<file path="src/hw/rtl/hsd_pkg.sv">
// ----------------------------------------------------------------------------
// Hall sensor decoder package
// Shared constants, field layouts, state codes and angle helpers for the
// hall sensor decoder and its checker.
// ----------------------------------------------------------------------------
package hsd_pkg;

    // Capture counter and stream widths
    localparam int CountWidth  = 16;
    localparam int HallWidth   = 3;
    localparam int AngleWidth  = 9;
    localparam int SpeedWidth  = 33;
    localparam int QuoWidth    = 32;
    localparam int FracWidth   = 16;
    localparam int EntryWidth  = 10;
    localparam int TableWidth  = 40;
    localparam int ScaleWidth  = 32;
    localparam int InDataWidth = 24;
    localparam int OutDataWidth = 64;
    localparam int CfgIdxWidth = 2;
    localparam int CntWidth    = $clog2(QuoWidth);

    // Output tdata bit positions, lowest field first
    localparam int OutHallLo  = 0;
    localparam int OutRotLo   = OutHallLo + HallWidth;
    localparam int OutAngLo   = OutRotLo + 2;
    localparam int OutSpdLo   = OutAngLo + AngleWidth;
    localparam int OutDlyLo   = OutSpdLo + SpeedWidth;
    localparam int OutStallLo = OutDlyLo + CountWidth;

    // Input tdata bit positions
    localparam int InHallLo  = 0;
    localparam int InCountLo = InHallLo + HallWidth;

    // Input kinds carried in tuser
    localparam logic CmdEdge     = 1'b0;
    localparam logic CmdOverflow = 1'b1;

    // Configuration register indexes
    localparam logic [CfgIdxWidth-1:0] CfgAnglesLo = 2'd0;
    localparam logic [CfgIdxWidth-1:0] CfgAnglesHi = 2'd1;
    localparam logic [CfgIdxWidth-1:0] CfgDelay    = 2'd2;
    localparam logic [CfgIdxWidth-1:0] CfgScale    = 2'd3;

    // Rotation codes
    localparam logic signed [1:0] RotNone = 2'sb00;
    localparam logic signed [1:0] RotCw   = 2'sb01;
    localparam logic signed [1:0] RotCcw  = 2'sb11;

    localparam logic [AngleWidth-1:0] Deg360 = 9'd360;
    localparam logic [AngleWidth-1:0] Deg60  = 9'd60;
    localparam logic [QuoWidth-1:0]   QuoSat = '1;

    // Sequencer states
    typedef enum logic [3:0] {
        ST_IDLE   = 4'b0001,
        ST_DECODE = 4'b0010,
        ST_DIVIDE = 4'b0100,
        ST_DONE   = 4'b1000
    } t_state;

    // Fold a raw 9-bit angle into 0..359.
    function automatic logic [AngleWidth-1:0] reduce360(input logic [AngleWidth-1:0] a);
        reduce360 = (a >= Deg360) ? a - Deg360 : a;
    endfunction

    // Add 60 degrees modulo 360 to an angle already in range.
    function automatic logic [AngleWidth-1:0] plus60(input logic [AngleWidth-1:0] a);
        logic [AngleWidth:0] s;
        s = {1'b0, a} + {1'b0, Deg60};
        plus60 = (s >= {1'b0, Deg360}) ? AngleWidth'(s - {1'b0, Deg360}) : s[AngleWidth-1:0];
    endfunction

    // Pick the 10-bit entry of one hall state out of both angle registers.
    function automatic logic [EntryWidth-1:0] table_entry(
        input logic [2*TableWidth-1:0] tbl,
        input logic [HallWidth-1:0]    hs
    );
        table_entry = tbl[7'(hs) * 7'(EntryWidth) +: EntryWidth];
    endfunction

endpackage

</file>
<file path="src/hw/rtl/hall_sensor_decoder_top.sv">
// An input item passes ST_DECODE, then ST_DIVIDE when the speed quotient is
// computed (32 divider iterations), then ST_DONE, which waits for a free output
// register. One item at a time: the next input is taken only back in ST_IDLE.
// Speed uses a bit-serial restoring divider. Reset is synchronous, active low;
// it clears the state, output valid, hall, period and config registers and sets stall.
// ----------------------------------------------------------------------------
// Hall sensor decoder top level
// Tracks the hall state and period, decodes direction and rotor angle from
// the configured angle map, and computes speed and commutation delay.
// ----------------------------------------------------------------------------
module hall_sensor_decoder_top (
    input  logic                             i_clk,
    input  logic                             i_rst_n,
    // Configuration write channel
    input  logic                             i_cfg_valid,
    output logic                             o_cfg_ready,
    input  logic [hsd_pkg::CfgIdxWidth-1:0]  i_cfg_index,
    input  logic [hsd_pkg::TableWidth-1:0]   i_cfg_data,
    // Input stream
    input  logic                             s_axis_tvalid,
    output logic                             s_axis_tready,
    // [2:0] hall_bits, [18:3] capture_count, [23:19] zero
    input  logic [hsd_pkg::InDataWidth-1:0]  s_axis_tdata,
    // [0] cmd
    input  logic                             s_axis_tuser,
    // Output stream
    output logic                             m_axis_tvalid,
    input  logic                             m_axis_tready,
    // [2:0] hall_now, [4:3] rotation, [13:5] angle_deg, [46:14] speed_radps,
    // [62:47] comm_delay, [63] stalled
    output logic [hsd_pkg::OutDataWidth-1:0] m_axis_tdata
);

    // Configuration registers
    logic [hsd_pkg::TableWidth-1:0] r_ang_lo, r_ang_hi;
    logic [hsd_pkg::FracWidth-1:0]  r_delay_frac;
    logic [hsd_pkg::ScaleWidth-1:0] r_scale;

    // Decoder state
    logic [hsd_pkg::HallWidth-1:0]  r_hall_cur, r_hall_prev, n_hall_cur, n_hall_prev;
    logic [hsd_pkg::CountWidth-1:0] r_period, n_period;
    logic                           r_stall, n_stall;

    // Sequencer and datapath registers
    hsd_pkg::t_state                r_state, n_state;
    logic signed [1:0]              r_rot, n_rot;
    logic [hsd_pkg::AngleWidth-1:0] r_angle, n_angle;
    logic [hsd_pkg::CountWidth-1:0] r_delay, n_delay;
    logic [hsd_pkg::QuoWidth-1:0]   r_quo, n_quo;
    logic [hsd_pkg::CountWidth-1:0] r_rem, n_rem;
    logic [hsd_pkg::CntWidth-1:0]   r_cnt, n_cnt;
    logic                           r_out_valid, n_out_valid;
    logic [hsd_pkg::OutDataWidth-1:0] r_out_data, n_out_data;

    logic in_xfer, out_xfer;
    logic [2*hsd_pkg::CountWidth-1:0] dly_prod;
    logic [hsd_pkg::EntryWidth-1:0]   ent_p, ent_c;
    logic [hsd_pkg::AngleWidth-1:0]   ap, ac, ap60, ac60;
    logic signed [1:0]                dir;
    logic [hsd_pkg::AngleWidth-1:0]   dir_angle;
    logic [hsd_pkg::CountWidth:0]     rem_sh, rem_diff;
    logic                             quo_bit;
    logic [hsd_pkg::SpeedWidth-1:0]   speed;

    assign o_cfg_ready   = 1'b1;
    assign s_axis_tready = (r_state == hsd_pkg::ST_IDLE);
    assign m_axis_tvalid = r_out_valid;
    assign m_axis_tdata  = r_out_data;
    assign in_xfer  = s_axis_tvalid && s_axis_tready;
    assign out_xfer = r_out_valid && m_axis_tready;

    // Commutation delay product, taken at the input transfer
    assign dly_prod =
        {{hsd_pkg::CountWidth{1'b0}}, s_axis_tdata[hsd_pkg::InCountLo +: hsd_pkg::CountWidth]} *
        {{(2*hsd_pkg::CountWidth-hsd_pkg::FracWidth){1'b0}}, r_delay_frac};

    // Direction decode from the angle map of the previous and current states
    always_comb begin
        ent_p = hsd_pkg::table_entry({r_ang_hi, r_ang_lo}, r_hall_prev);
        ent_c = hsd_pkg::table_entry({r_ang_hi, r_ang_lo}, r_hall_cur);
        ap    = hsd_pkg::reduce360(ent_p[hsd_pkg::AngleWidth-1:0]);
        ac    = hsd_pkg::reduce360(ent_c[hsd_pkg::AngleWidth-1:0]);
        ap60  = hsd_pkg::plus60(ap);
        ac60  = hsd_pkg::plus60(ac);
        dir       = hsd_pkg::RotNone;
        dir_angle = '0;
        if (ent_p[hsd_pkg::AngleWidth] && ent_c[hsd_pkg::AngleWidth]) begin
            if (ap60 == ac) begin
                dir       = hsd_pkg::RotCw;
                dir_angle = ac;
            end else if (ac60 == ap) begin
                dir       = hsd_pkg::RotCcw;
                dir_angle = ac60;
            end
        end
    end

    // One restoring divider step: shift in a dividend bit, try to subtract
    always_comb begin
        rem_sh   = {r_rem, r_quo[hsd_pkg::QuoWidth-1]};
        rem_diff = rem_sh - {1'b0, r_period};
        quo_bit  = (rem_sh >= {1'b0, r_period});
    end

    // Signed speed from the rotation and the unsigned quotient
    always_comb begin
        case (r_rot)
            hsd_pkg::RotCw:  speed = {1'b0, r_quo};
            hsd_pkg::RotCcw: speed = hsd_pkg::SpeedWidth'(0) - {1'b0, r_quo};
            default:         speed = '0;
        endcase
    end

    // Sequencer next state
    always_comb begin
        n_state     = r_state;
        n_hall_cur  = r_hall_cur;
        n_hall_prev = r_hall_prev;
        n_period    = r_period;
        n_stall     = r_stall;
        n_rot       = r_rot;
        n_angle     = r_angle;
        n_delay     = r_delay;
        n_quo       = r_quo;
        n_rem       = r_rem;
        n_cnt       = r_cnt;
        n_out_valid = r_out_valid && !out_xfer;
        n_out_data  = r_out_data;
        case (r_state)
            hsd_pkg::ST_IDLE: begin
                if (in_xfer) begin
                    if (s_axis_tuser == hsd_pkg::CmdEdge) begin
                        n_hall_prev = r_hall_cur;
                        n_hall_cur  = s_axis_tdata[hsd_pkg::InHallLo +: hsd_pkg::HallWidth];
                        n_period    = s_axis_tdata[hsd_pkg::InCountLo +: hsd_pkg::CountWidth];
                        n_stall     = 1'b0;
                        n_delay     = dly_prod[hsd_pkg::FracWidth +: hsd_pkg::CountWidth];
                    end else begin
                        n_stall = 1'b1;
                        n_delay = '0;
                    end
                    n_state = hsd_pkg::ST_DECODE;
                end
            end
            hsd_pkg::ST_DECODE: begin
                n_angle = dir_angle;
                n_rot   = r_stall ? hsd_pkg::RotNone : dir;
                n_rem   = '0;
                n_cnt   = '0;
                if (r_stall || dir == hsd_pkg::RotNone) begin
                    n_quo   = '0;
                    n_state = hsd_pkg::ST_DONE;
                end else if (r_period == '0) begin
                    n_quo   = hsd_pkg::QuoSat;
                    n_state = hsd_pkg::ST_DONE;
                end else begin
                    n_quo   = r_scale;
                    n_state = hsd_pkg::ST_DIVIDE;
                end
            end
            hsd_pkg::ST_DIVIDE: begin
                n_rem = quo_bit ? rem_diff[hsd_pkg::CountWidth-1:0]
                                : rem_sh[hsd_pkg::CountWidth-1:0];
                n_quo = {r_quo[hsd_pkg::QuoWidth-2:0], quo_bit};
                n_cnt = r_cnt + hsd_pkg::CntWidth'(1);
                if (r_cnt == hsd_pkg::CntWidth'(hsd_pkg::QuoWidth - 1)) begin
                    n_state = hsd_pkg::ST_DONE;
                end
            end
            hsd_pkg::ST_DONE: begin
                // Load the result once the output register is free
                if (!r_out_valid || m_axis_tready) begin
                    n_out_valid = 1'b1;
                    n_out_data  = {r_stall, r_delay, speed, r_angle, r_rot, r_hall_cur};
                    n_state     = hsd_pkg::ST_IDLE;
                end
            end
            default: begin
                n_state = hsd_pkg::ST_IDLE;
            end
        endcase
    end

    // Control and configuration registers
    always_ff @(posedge i_clk) begin
        if (!i_rst_n) begin
            r_state     <= hsd_pkg::ST_IDLE;
            r_out_valid <= 1'b0;
            r_hall_cur  <= '0;
            r_hall_prev <= '0;
            r_period    <= '0;
            r_stall     <= 1'b1;
            r_ang_lo    <= '0;
            r_ang_hi    <= '0;
            r_delay_frac <= '0;
            r_scale     <= '0;
        end else begin
            r_state     <= n_state;
            r_out_valid <= n_out_valid;
            r_hall_cur  <= n_hall_cur;
            r_hall_prev <= n_hall_prev;
            r_period    <= n_period;
            r_stall     <= n_stall;
            if (i_cfg_valid && o_cfg_ready) begin
                case (i_cfg_index)
                    hsd_pkg::CfgAnglesLo: r_ang_lo <= i_cfg_data;
                    hsd_pkg::CfgAnglesHi: r_ang_hi <= i_cfg_data;
                    hsd_pkg::CfgDelay:    r_delay_frac <= i_cfg_data[hsd_pkg::FracWidth-1:0];
                    hsd_pkg::CfgScale:    r_scale <= i_cfg_data[hsd_pkg::ScaleWidth-1:0];
                    default: ;
                endcase
            end
        end
    end

    // Datapath registers
    always_ff @(posedge i_clk) begin
        r_rot      <= n_rot;
        r_angle    <= n_angle;
        r_delay    <= n_delay;
        r_quo      <= n_quo;
        r_rem      <= n_rem;
        r_cnt      <= n_cnt;
        r_out_data <= n_out_data;
    end

endmodule

</file>
<file path="config.mk">
export PLATFORM = sky130hd
export DESIGN_NAME = hall_sensor_decoder_top
export DESIGN_NICKNAME = d
export VERILOG_FILES = /design/src/hw/rtl/hsd_pkg.sv /design/src/hw/rtl/hall_sensor_decoder_top.sv
export SDC_FILE = /design/constraint.sdc
export NUM_CORES = 1
export LEC_CHECK = 0
export BUFFER_PORTS_ARGS = -buffer_cell sky130_fd_sc_hd__buf_2
export CORE_MARGIN = 1
export CORE_UTILIZATION = 39
export DETAILED_ROUTE_END_ITERATION = 8
export PLACE_DENSITY = 0.59
export SYNTH_ARGS = -nofsm -noshare
export SYNTH_HDL_FRONTEND = slang
export SYNTH_SLANG_ARGS = --single-unit
</file>
<file path="constraint.sdc">
create_clock -name i_clk -period 9.6 [get_ports i_clk]
set_clock_uncertainty 0.1 [all_clocks]
set_input_delay 0.48 -clock i_clk [delete_from_list [all_inputs] [get_ports i_clk]]
set_output_delay 0.48 -clock i_clk [all_outputs]
set_load 0.01 [all_outputs]
</file>
# Word level (Yosys, flattened, before mapping)
# Index checks and enable logic that the tools add are counted.
# W data, S select, Z words.
[op_classes]
n_addsub = 9
multipliers = 3
n_lt_le_gt_ge = 5
n_eq_ne = 15
shift = 2
muxes = 25
bitwise = 1
n_reduce_logical = 20
[ops]
columns = ["cell", "n"]
rows = [
  ["$shiftx A80 B8 Y10", 2],
  ["$pmux W33 S2", 1],
  ["$mux W32", 2],
  ["$pmux W32 S2", 1],
  ["$mux W9", 6],
  ["$sub A9 B9 Y9 const B", 4],
  ["$sub A1 B32 Y33 const A", 1],
  ["$mul A16 B16 Y32", 1],
  ["$pmux W16 S2", 1],
  ["$add A9 B6 Y10 const B", 2],
  ["$ge A10 B9 Y1 const B", 2],
  ["$mux W4", 5],
  ["$eq A9 B9 Y1", 2],
  ["$ge A9 B9 Y1 const B", 2],
  ["$ge A17 B16 Y1", 1],
  ["$logic_not A16 Y1", 1],
  ["$mux W16", 1],
  ["$pmux W4 S4", 1],
  ["$sub A16 B16 Y16", 1],
  ["$mul A3 B3 Y6 const B", 2],
  ["$reduce_and A2 Y1", 6],
  ["$pmux W5 S2", 1],
  ["$eq A2 B2 Y1 const B", 3],
  ["$mux W2", 3],
  ["17 further kinds", 28],
]
[word_totals]
reg_bits = 300
output_inout_bits = 67
word_cells = 97

# Longest topological paths before layout
# Gate-level depths: netlist (run 1).
[logic_depth]
ltp_word = 15
mapped_depth = 28
ltp_nobuf = 27

# Worst setup path before layout (run 1)
# No wires, ideal clock.
[synth_path]
path_kind = "input to register"
from = "input port s_axis_tdata[12] (netlist bit)"
to = "register r_delay[14] (netlist bit), data pin"
setup_ns = 0.266
arrival_time_ns = 6.781
slack_ns = 2.453
path_stages = 28
n_path_buf = 2
path_cell_list = "clkbuf_1 > clkbuf_1 > nand2_1 > fa_1 > inv_1 > fa_1 > inv_1 > fa_1 > inv_1 > fa_1 > inv_1 > fa_1 > inv_1 > fa_1 > ha_1 > a21o_1 > a21oi_1 > o21ai_0 > a211oi_1 > nor2_1 > a31oi_1 > a21oi_1 > a41o_1 > a211oi_1 > o21bai_1 > a21oi_1 > xor2_1 > nor2_1"
[synth_between]
elab_chain_len = 1
[synth_rtl]
columns = ["element", "line", "text"]
rows = [
  ["start: declaration", "hall_sensor_decoder_top.sv:23", "input logic [hsd_pkg::InDataWidth-1:0] s_axis_tdata,"],
  ["$mul A16 B16 Y32", "hall_sensor_decoder_top.sv:74", "{{hsd_pkg::CountWidth{1'b0}}, s_axis_tdata[hsd_pkg::InCountLo +: hsd_pkg::CountWidth]} *"],
  ["end signal: assignment", "hall_sensor_decoder_top.sv:220", "r_delay <= n_delay;"],
  ["end: declaration", "hall_sensor_decoder_top.sv:48", "logic [hsd_pkg::CountWidth-1:0] r_delay, n_delay;"],
]
# Every way passes these cells.
# A chain may end at the register's enable or synchronous reset.

# Final worst setup path (run 1)
[layout_path]
from = "register r_delay_frac[6] (netlist bit)"
to = "register r_delay[14] (netlist bit), data pin"
[layout_between]
elab_chain_len = 1
[layout_rtl]
columns = ["element", "line", "text"]
rows = [
  ["start: declaration", "hall_sensor_decoder_top.sv:36", "logic [hsd_pkg::FracWidth-1:0] r_delay_frac;"],
  ["start signal: assignment", "hall_sensor_decoder_top.sv:208", "hsd_pkg::CfgDelay: r_delay_frac <= i_cfg_data[hsd_pkg::FracWidth-1:0];"],
  ["$mul A16 B16 Y32", "hall_sensor_decoder_top.sv:74", ""],
]
# Every way passes these cells.

==> impl_metrics.toml, run 1 <==
[status]
status = "complete, no violations"

[setup_path]
crit_top_cell = "fa_1"
worst-path-max-fanout = 17
arrival_ps = 8050
critical_path_class = "reg -> reg"
end_kind = "flip-flop"
start_kind = "flip-flop"
critPathRequiredTime_ps = 9790
cpPeakStageDelay_ps = 810
critPathSlowestCell = "dfxtp_1"

[timing]
max_clock_freq_mhz = 127.2
finalSetupTns_ps = 0
min_period_over_period = 0.8191
fin_crit_ps = 7863
timing.slew.headroom = 0.2436
drv_slew = 0
timing_hold_violations_final = 0
setup_viol = 0
worstMarginPinSlew_ps = 1135
rsz0062_at_grt = "false"

[clocking]
insertion_delay_ps = 570
clk_path_buf_depth = 3
cts_buffers = 36
postCtsSetupBuffers = 0
htreeDepth = 2
cts_resized = 0
cts_sinks = 300
path_clk_slew_ps = 70
cts_root_buf = "clkbuf_16"
ctsHoldBuffers = 0
cts_tree = "done"

[drt]
vias = 18100
top_layer = "met5"
routed-wl-met2_um = 27550
vias_per_cell = 5.327
ant_nets = 0
m1WireLength_um = 29610
routed_wl_um = 62210
wl_met3_um = 3469
wire_per_inst_um = 18.31
drt-initial-drc-count = 1295
dr.pass1.iters = 5
drcViolationCount = 0

[logic_synthesis]
synth_simple_gate_area_share = 0.1795
synth_xor_area_frac = 0.03230
syn_nets = 2933
async_reset_ff_frac = 0
synth_edf_count = 144
synth_fa_ha_area_frac = 0.2299
synth_top_cell_area_share = 0.1821
yosysSeqAreaShare = 0.3136
yosysWarnings = 0
yosys-top-cells-count = "564 x nand2_1, 246 x inv_1, 194 x fa_1"
synth_top_family_by_area = "adder cells"
post-synth-top-count-cell = "nand2_1"
synth_area_um2 = 23750
syn_inst = 2541
synth-main-ff-cell = "dfxtp_1"
yosysUniqueCellTypes = 89
synth_mux_area_frac = 0.05996
synth_top_cell_by_area = "edfxtp_1"
yosys-top-cells-area = "edfxtp_1 18%, fa_1 16%, dfxtp_1 13%"
synth_seq_cells = 300
syn_area_per_cell_um2 = 9.345
synth_compound_area_frac = 0.1202

[job]
maxCapViolCount = 0

[pwr]
vdd_drop_max_uv = 102.6
p_per_area_nw_per_um2 = 126.3
p_total_w = 0.003297
leakage_nw = 10.84

[floorplanning]
io_pins = 139
die_w_um = 248.8
dieArea_um2 = 61880
die_h_um = 248.8
num_rows = 90
coreArea_um2 = 60250
initial_utilization = 0.3942

[grt]
grt_use_total = 0.2033
grt_pass1_wl_um = 100100
grt_overflow = 0
grt_max_degree = 87
grt_pass1_vias = 18250
antenna_found_initial = 9

[finish]
syn_to_final_growth_pct = 9.953
nNetsFinal = 2980
drive_gt1_frac = 0.1103

[min_path]
hold_path.class = "in -> reg"

[placement]
portBuffers = 132
routabilityCongestion = 0.9416
place_hpwl_um = 46270
critical path: cells and delay by family, from the launching register on:
kind,cells,cell delay (ps)
AOI/OAI and AO/OA,10,2470
xor gates and xnor gates,1,150
adders and majority gates,7,3410
buffers and inverters,5,280
DFF,1,810
and+or+nand+nor,3,370
metal layers:
metal	track usage	vias to the layer above
li1	-	8527
met4	0.06584	10
met5	0	-
met2	0.3148	481
met1	0.2883	8976
met3	0.03448	102
metrics by stage:
step	cells	hold slack, ps	util	area (um2)	worst slack [ps]
2_1_floorplan	2541	300.3	-	23750	2453
3_3_place_gp	3332	302.3	0.4143	24960	1826
3_5_place_dp	3332	304.5	0.4143	24960	1754
4_1_cts	3394	38.54	0.4333	26100	1768
5_1_grt	3397	72.11	0.4334	26110	1332
6_report	3397	63.83	0.4334	26110	1737
where the power goes:
group | switching [W] | internal (W) | total (W)
clock | 0.000573 | 0.000771 | 0.00134
sequential | 0.0000429 | 0.00137 | 0.00142
combinational | 0.000327 | 0.000207 | 0.000534
final cells by class:
cell class                 instances  area, um2
antenna                            3      7.507
clock buffer                      41      949.7
clock inverter                    21      195.2
fill                            5876      34140
inverter                         251      942.2
multi-input combinational       1850      14800
sequential                       300       7448
tap                              782      978.4
timing repair buffer             149      790.8
sequential cells by signal (all words and copies together) (netlist names):
name,count
r_ang_hi,40
r_delay,16
r_period,16
r_rem,16
r_ang_lo,40
m_axis_tvalid,1
r_angle,9
r_hall_prev,3
r_hall_cur,3
r_quo,32
r_rot,2
r_delay_frac,16
r_state,4
r_scale,32
m_axis_tdata,64
r_cnt,5
r_stall,1
logic make-up after synthesis:
logic type | count (synthesis)
simple gates | 938
buf+inv | 391
xor+xnor | 86
other cells | 1
flops | 300
mux | 87
fa+ha+maj | 320
compound gates | 418
worst paths after layout:
check                           slack, ps                    startpoint                          to  cells past startpoint
worst max-delay path                 1740  r_delay_frac[6]$_SDFFE_PN0P_   r_delay[14]$_SDFFCE_PP0P_                     26
worst min-delay path                   60                i_cfg_data[36]   r_ang_hi[36]$_SDFFE_PN0P_                      3
worst max register to register       1740  r_delay_frac[6]$_SDFFE_PN0P_   r_delay[14]$_SDFFCE_PP0P_                     26
worst min register to register        320     r_delay[12]$_SDFFCE_PP0P_  m_axis_tdata[59]$_DFFE_PP_                      0
cells in the final DEF (no fill, tap or decap), types with 83 or more instances in the layout:
cell type / Yosys / routed
a21boi_0: 156 / 156
and2_1: 129 / 130
buf_2: 10 / 131
dfxtp_1: 156 / 155
edfxtp_1: 144 / 144
fa_1: 194 / 194
ha_1: 126 / 126
inv_1: 246 / 246
nand2_1: 564 / 564
nor2_1: 83 / 83
Note: power is estimated with default switching activity, not from simulation.
==> run 2: changes to the inputs <==
clock period = 7.44 ns   (was 9.6 ns; I/O delays follow)
==> run 2 against run 1 <==
Effect of this change:
- hold slack worse by 34 ps
- fmax is 13% higher
- first-iteration DRC count fell by 1.5%
- non-clock buffer count rose by 59
- via count up 0.69%
- flip-flop and latch count stayed put
==> impl_metrics.toml, run 2 (synthesis results as in run 1) <==
[timing]
setup_viol = 0
rsz0062_at_grt = "false"
fin_crit_ps = 6978
worstMarginPinSlew_ps = 1175
timing.slew.headroom = 0.2167
timing_hold_violations_final = 0
finalSetupTns_ps = 0
drv_slew = 0
max_clock_freq_mhz = 143.3
min_period_over_period = 0.9380

[clocking]
cts_root_buf = "clkbuf_16"
cts_tree = "done"
cts_sinks = 300
insertion_delay_ps = 570
path_clk_slew_ps = 70
cts_buffers = 37
clk_path_buf_depth = 3
htreeDepth = 2

[status]
status = "complete, no violations"

[drt]
routed_wl_um = 63660
ant_nets = 0
drt-initial-drc-count = 1275
drcViolationCount = 0
dr.pass1.iters = 5
wire_per_inst_um = 18.42
vias = 18220
vias_per_cell = 5.271

[setup_path]
cpPeakStageDelay_ps = 550
critPathRequiredTime_ps = 7650
worst-path-max-fanout = 8
ff2ff_path_depth = 28
crit_start = "r_delay_frac[6]$_SDFFE_PN0P_"
start_kind = "flip-flop"
arrival_ps = 7190
critPathSlowestCell = "fa_1"
r2r_setup_slack_ps = 460
reg2reg_from = "r_delay_frac[6]$_SDFFE_PN0P_"
critical_path_class = "reg -> reg"
end_kind = "flip-flop"
crit_top_cell = "fa_1"
r2r_end = "r_delay[14]$_SDFFCE_PP0P_"
cp-endpoint = "r_delay[14]$_SDFFCE_PP0P_"

[finish]
nNetsFinal = 3040
multiInputGateArea_um2 = 14810
seq_area_um2 = 7450
layout_common_cells = "564 x nand2_1, 246 x inv_1, 194 x fa_1"
largest_reg_flops = 64
nFillCells = 5849
drive_gt1_frac = 0.1253
syn_to_final_growth_pct = 12.25
fin_area_um2 = 26650
fin_cells = 3457
final_common_cell = "nand2_1"

[grt]
grt_max_degree = 109
grt_pass1_vias = 18150
antenna_found_initial = 4
grt_overflow = 0
grt_use_total = 0.2080
grt_pass1_wl_um = 101800

[pwr]
leakage_nw = 11.15
vdd_drop_max_uv = 128.5
p_per_area_nw_per_um2 = 164.3

[placement]
place_hpwl_um = 47920
place_inst = 3376
routabilityCongestion = 0.9167
portBuffers = 132
dpl-instance-area_um2 = 25290

[job]
maxCapViolCount = 0

[floorplanning]
dieArea_um2 = 61880
io_pins = 139
die_w_um = 248.8
die_h_um = 248.8
num_rows = 90
coreArea_um2 = 60250
initial_utilization = 0.3942

[min_path]
hold_path.class = "in -> reg"
-- run 2: changes by cell type in the layout (fill, tap and decap cells not counted), moves of 2 or more --
cell and change:
inv_6 -3, diode_2 -2, buf_4 +44, clkinv_4 +2, clkbuf_16 +2, clkbuf_1 +3, dlygate4sd3_1 +15, clkinv_2 -3
-- run 2: timing repair --
item | in CTS | in global routing
resized for setup | 0 | 4
hold buffers | 15 | 0
endpoints found under the setup margin | 0 | 5
setup buffers | 0 | 0
hold endpoints to repair | 28 | 0
-- run 2: worst max-delay path: cells and delay by family (launching register included) --
kind	cells	cell delay, ps
and+or+nand+nor	3	330
xor gates and xnor gates	1	160
AOI/OAI and AO/OA	10	1810
DFF	1	370
buffers and inverters	7	620
adders and majority gates	7	3320
-- run 2: per-stage QoR --
stage / total power (W) / hold slack [ps] / worst slack (ps) / utilization
floorplan: 0.002336 / 300.3 / 401.3 / -
global placement: 0.002557 / 300.5 / 135.1 / 0.4198
detailed placement: 0.002568 / 304.5 / 91.15 / 0.4198
CTS: 0.004423 / 0.2191 / 184.7 / 0.4422
global route: 0.004574 / 29.69 / 30.12 / 0.4424
finish: 0.004379 / 29.81 / 461.5 / 0.4424
-- run 2: metal layers --
metal / wire length, um / part of all wire / GRT usage / vias to the layer above
li1: - / - / - / 8659
met5: 50 / 0.00079 / 0 / -
met3: 4209 / 0.066 / 0.04107 / 89
met4: 1272 / 0.020 / 0.05182 / 8
met2: 28490 / 0.45 / 0.3217 / 542
met1: 29640 / 0.47 / 0.2975 / 8923
-- run 2: layout make-up --
cell class,instances,area share
tap,782,0.03671
multi-input combinational,1850,0.5555
inverter,251,0.03535
timing repair buffer,208,0.04769
sequential,300,0.2795
antenna,1,0.00009388
clock buffer,47,0.03845
clock inverter,18,0.006713
-- run 2: power breakdown --
part	internal, W	leakage, nW	switching [W]
combinational	0.000284	8.00	0.000447
sequential	0.00177	2.56	0.0000415
clock	0.00105	0.589	0.000780
total	0.00311	11.2	0.00127
-- run 2: worst min-delay path by stage --
stage	slack (ps)	start	cells after the start	endpoint
2_1_floorplan	300	r_angle[5]$_SDFFCE_PN0N_	0	m_axis_tdata[10]$_DFFE_PP_
4_1_cts	0.2	i_cfg_data[21]	3	r_ang_hi[21]$_SDFFE_PN0P_
3_5_place_dp	300	r_delay[1]$_SDFFCE_PP0P_	0	m_axis_tdata[48]$_DFFE_PP_
5_1_grt	30	i_cfg_data[21]	3	r_ang_lo[21]$_SDFFE_PN0P_
3_3_place_gp	300	r_delay[7]$_SDFFCE_PP0P_	0	m_axis_tdata[54]$_DFFE_PP_
6_report	30	i_cfg_data[21]	3	r_ang_hi[21]$_SDFFE_PN0P_
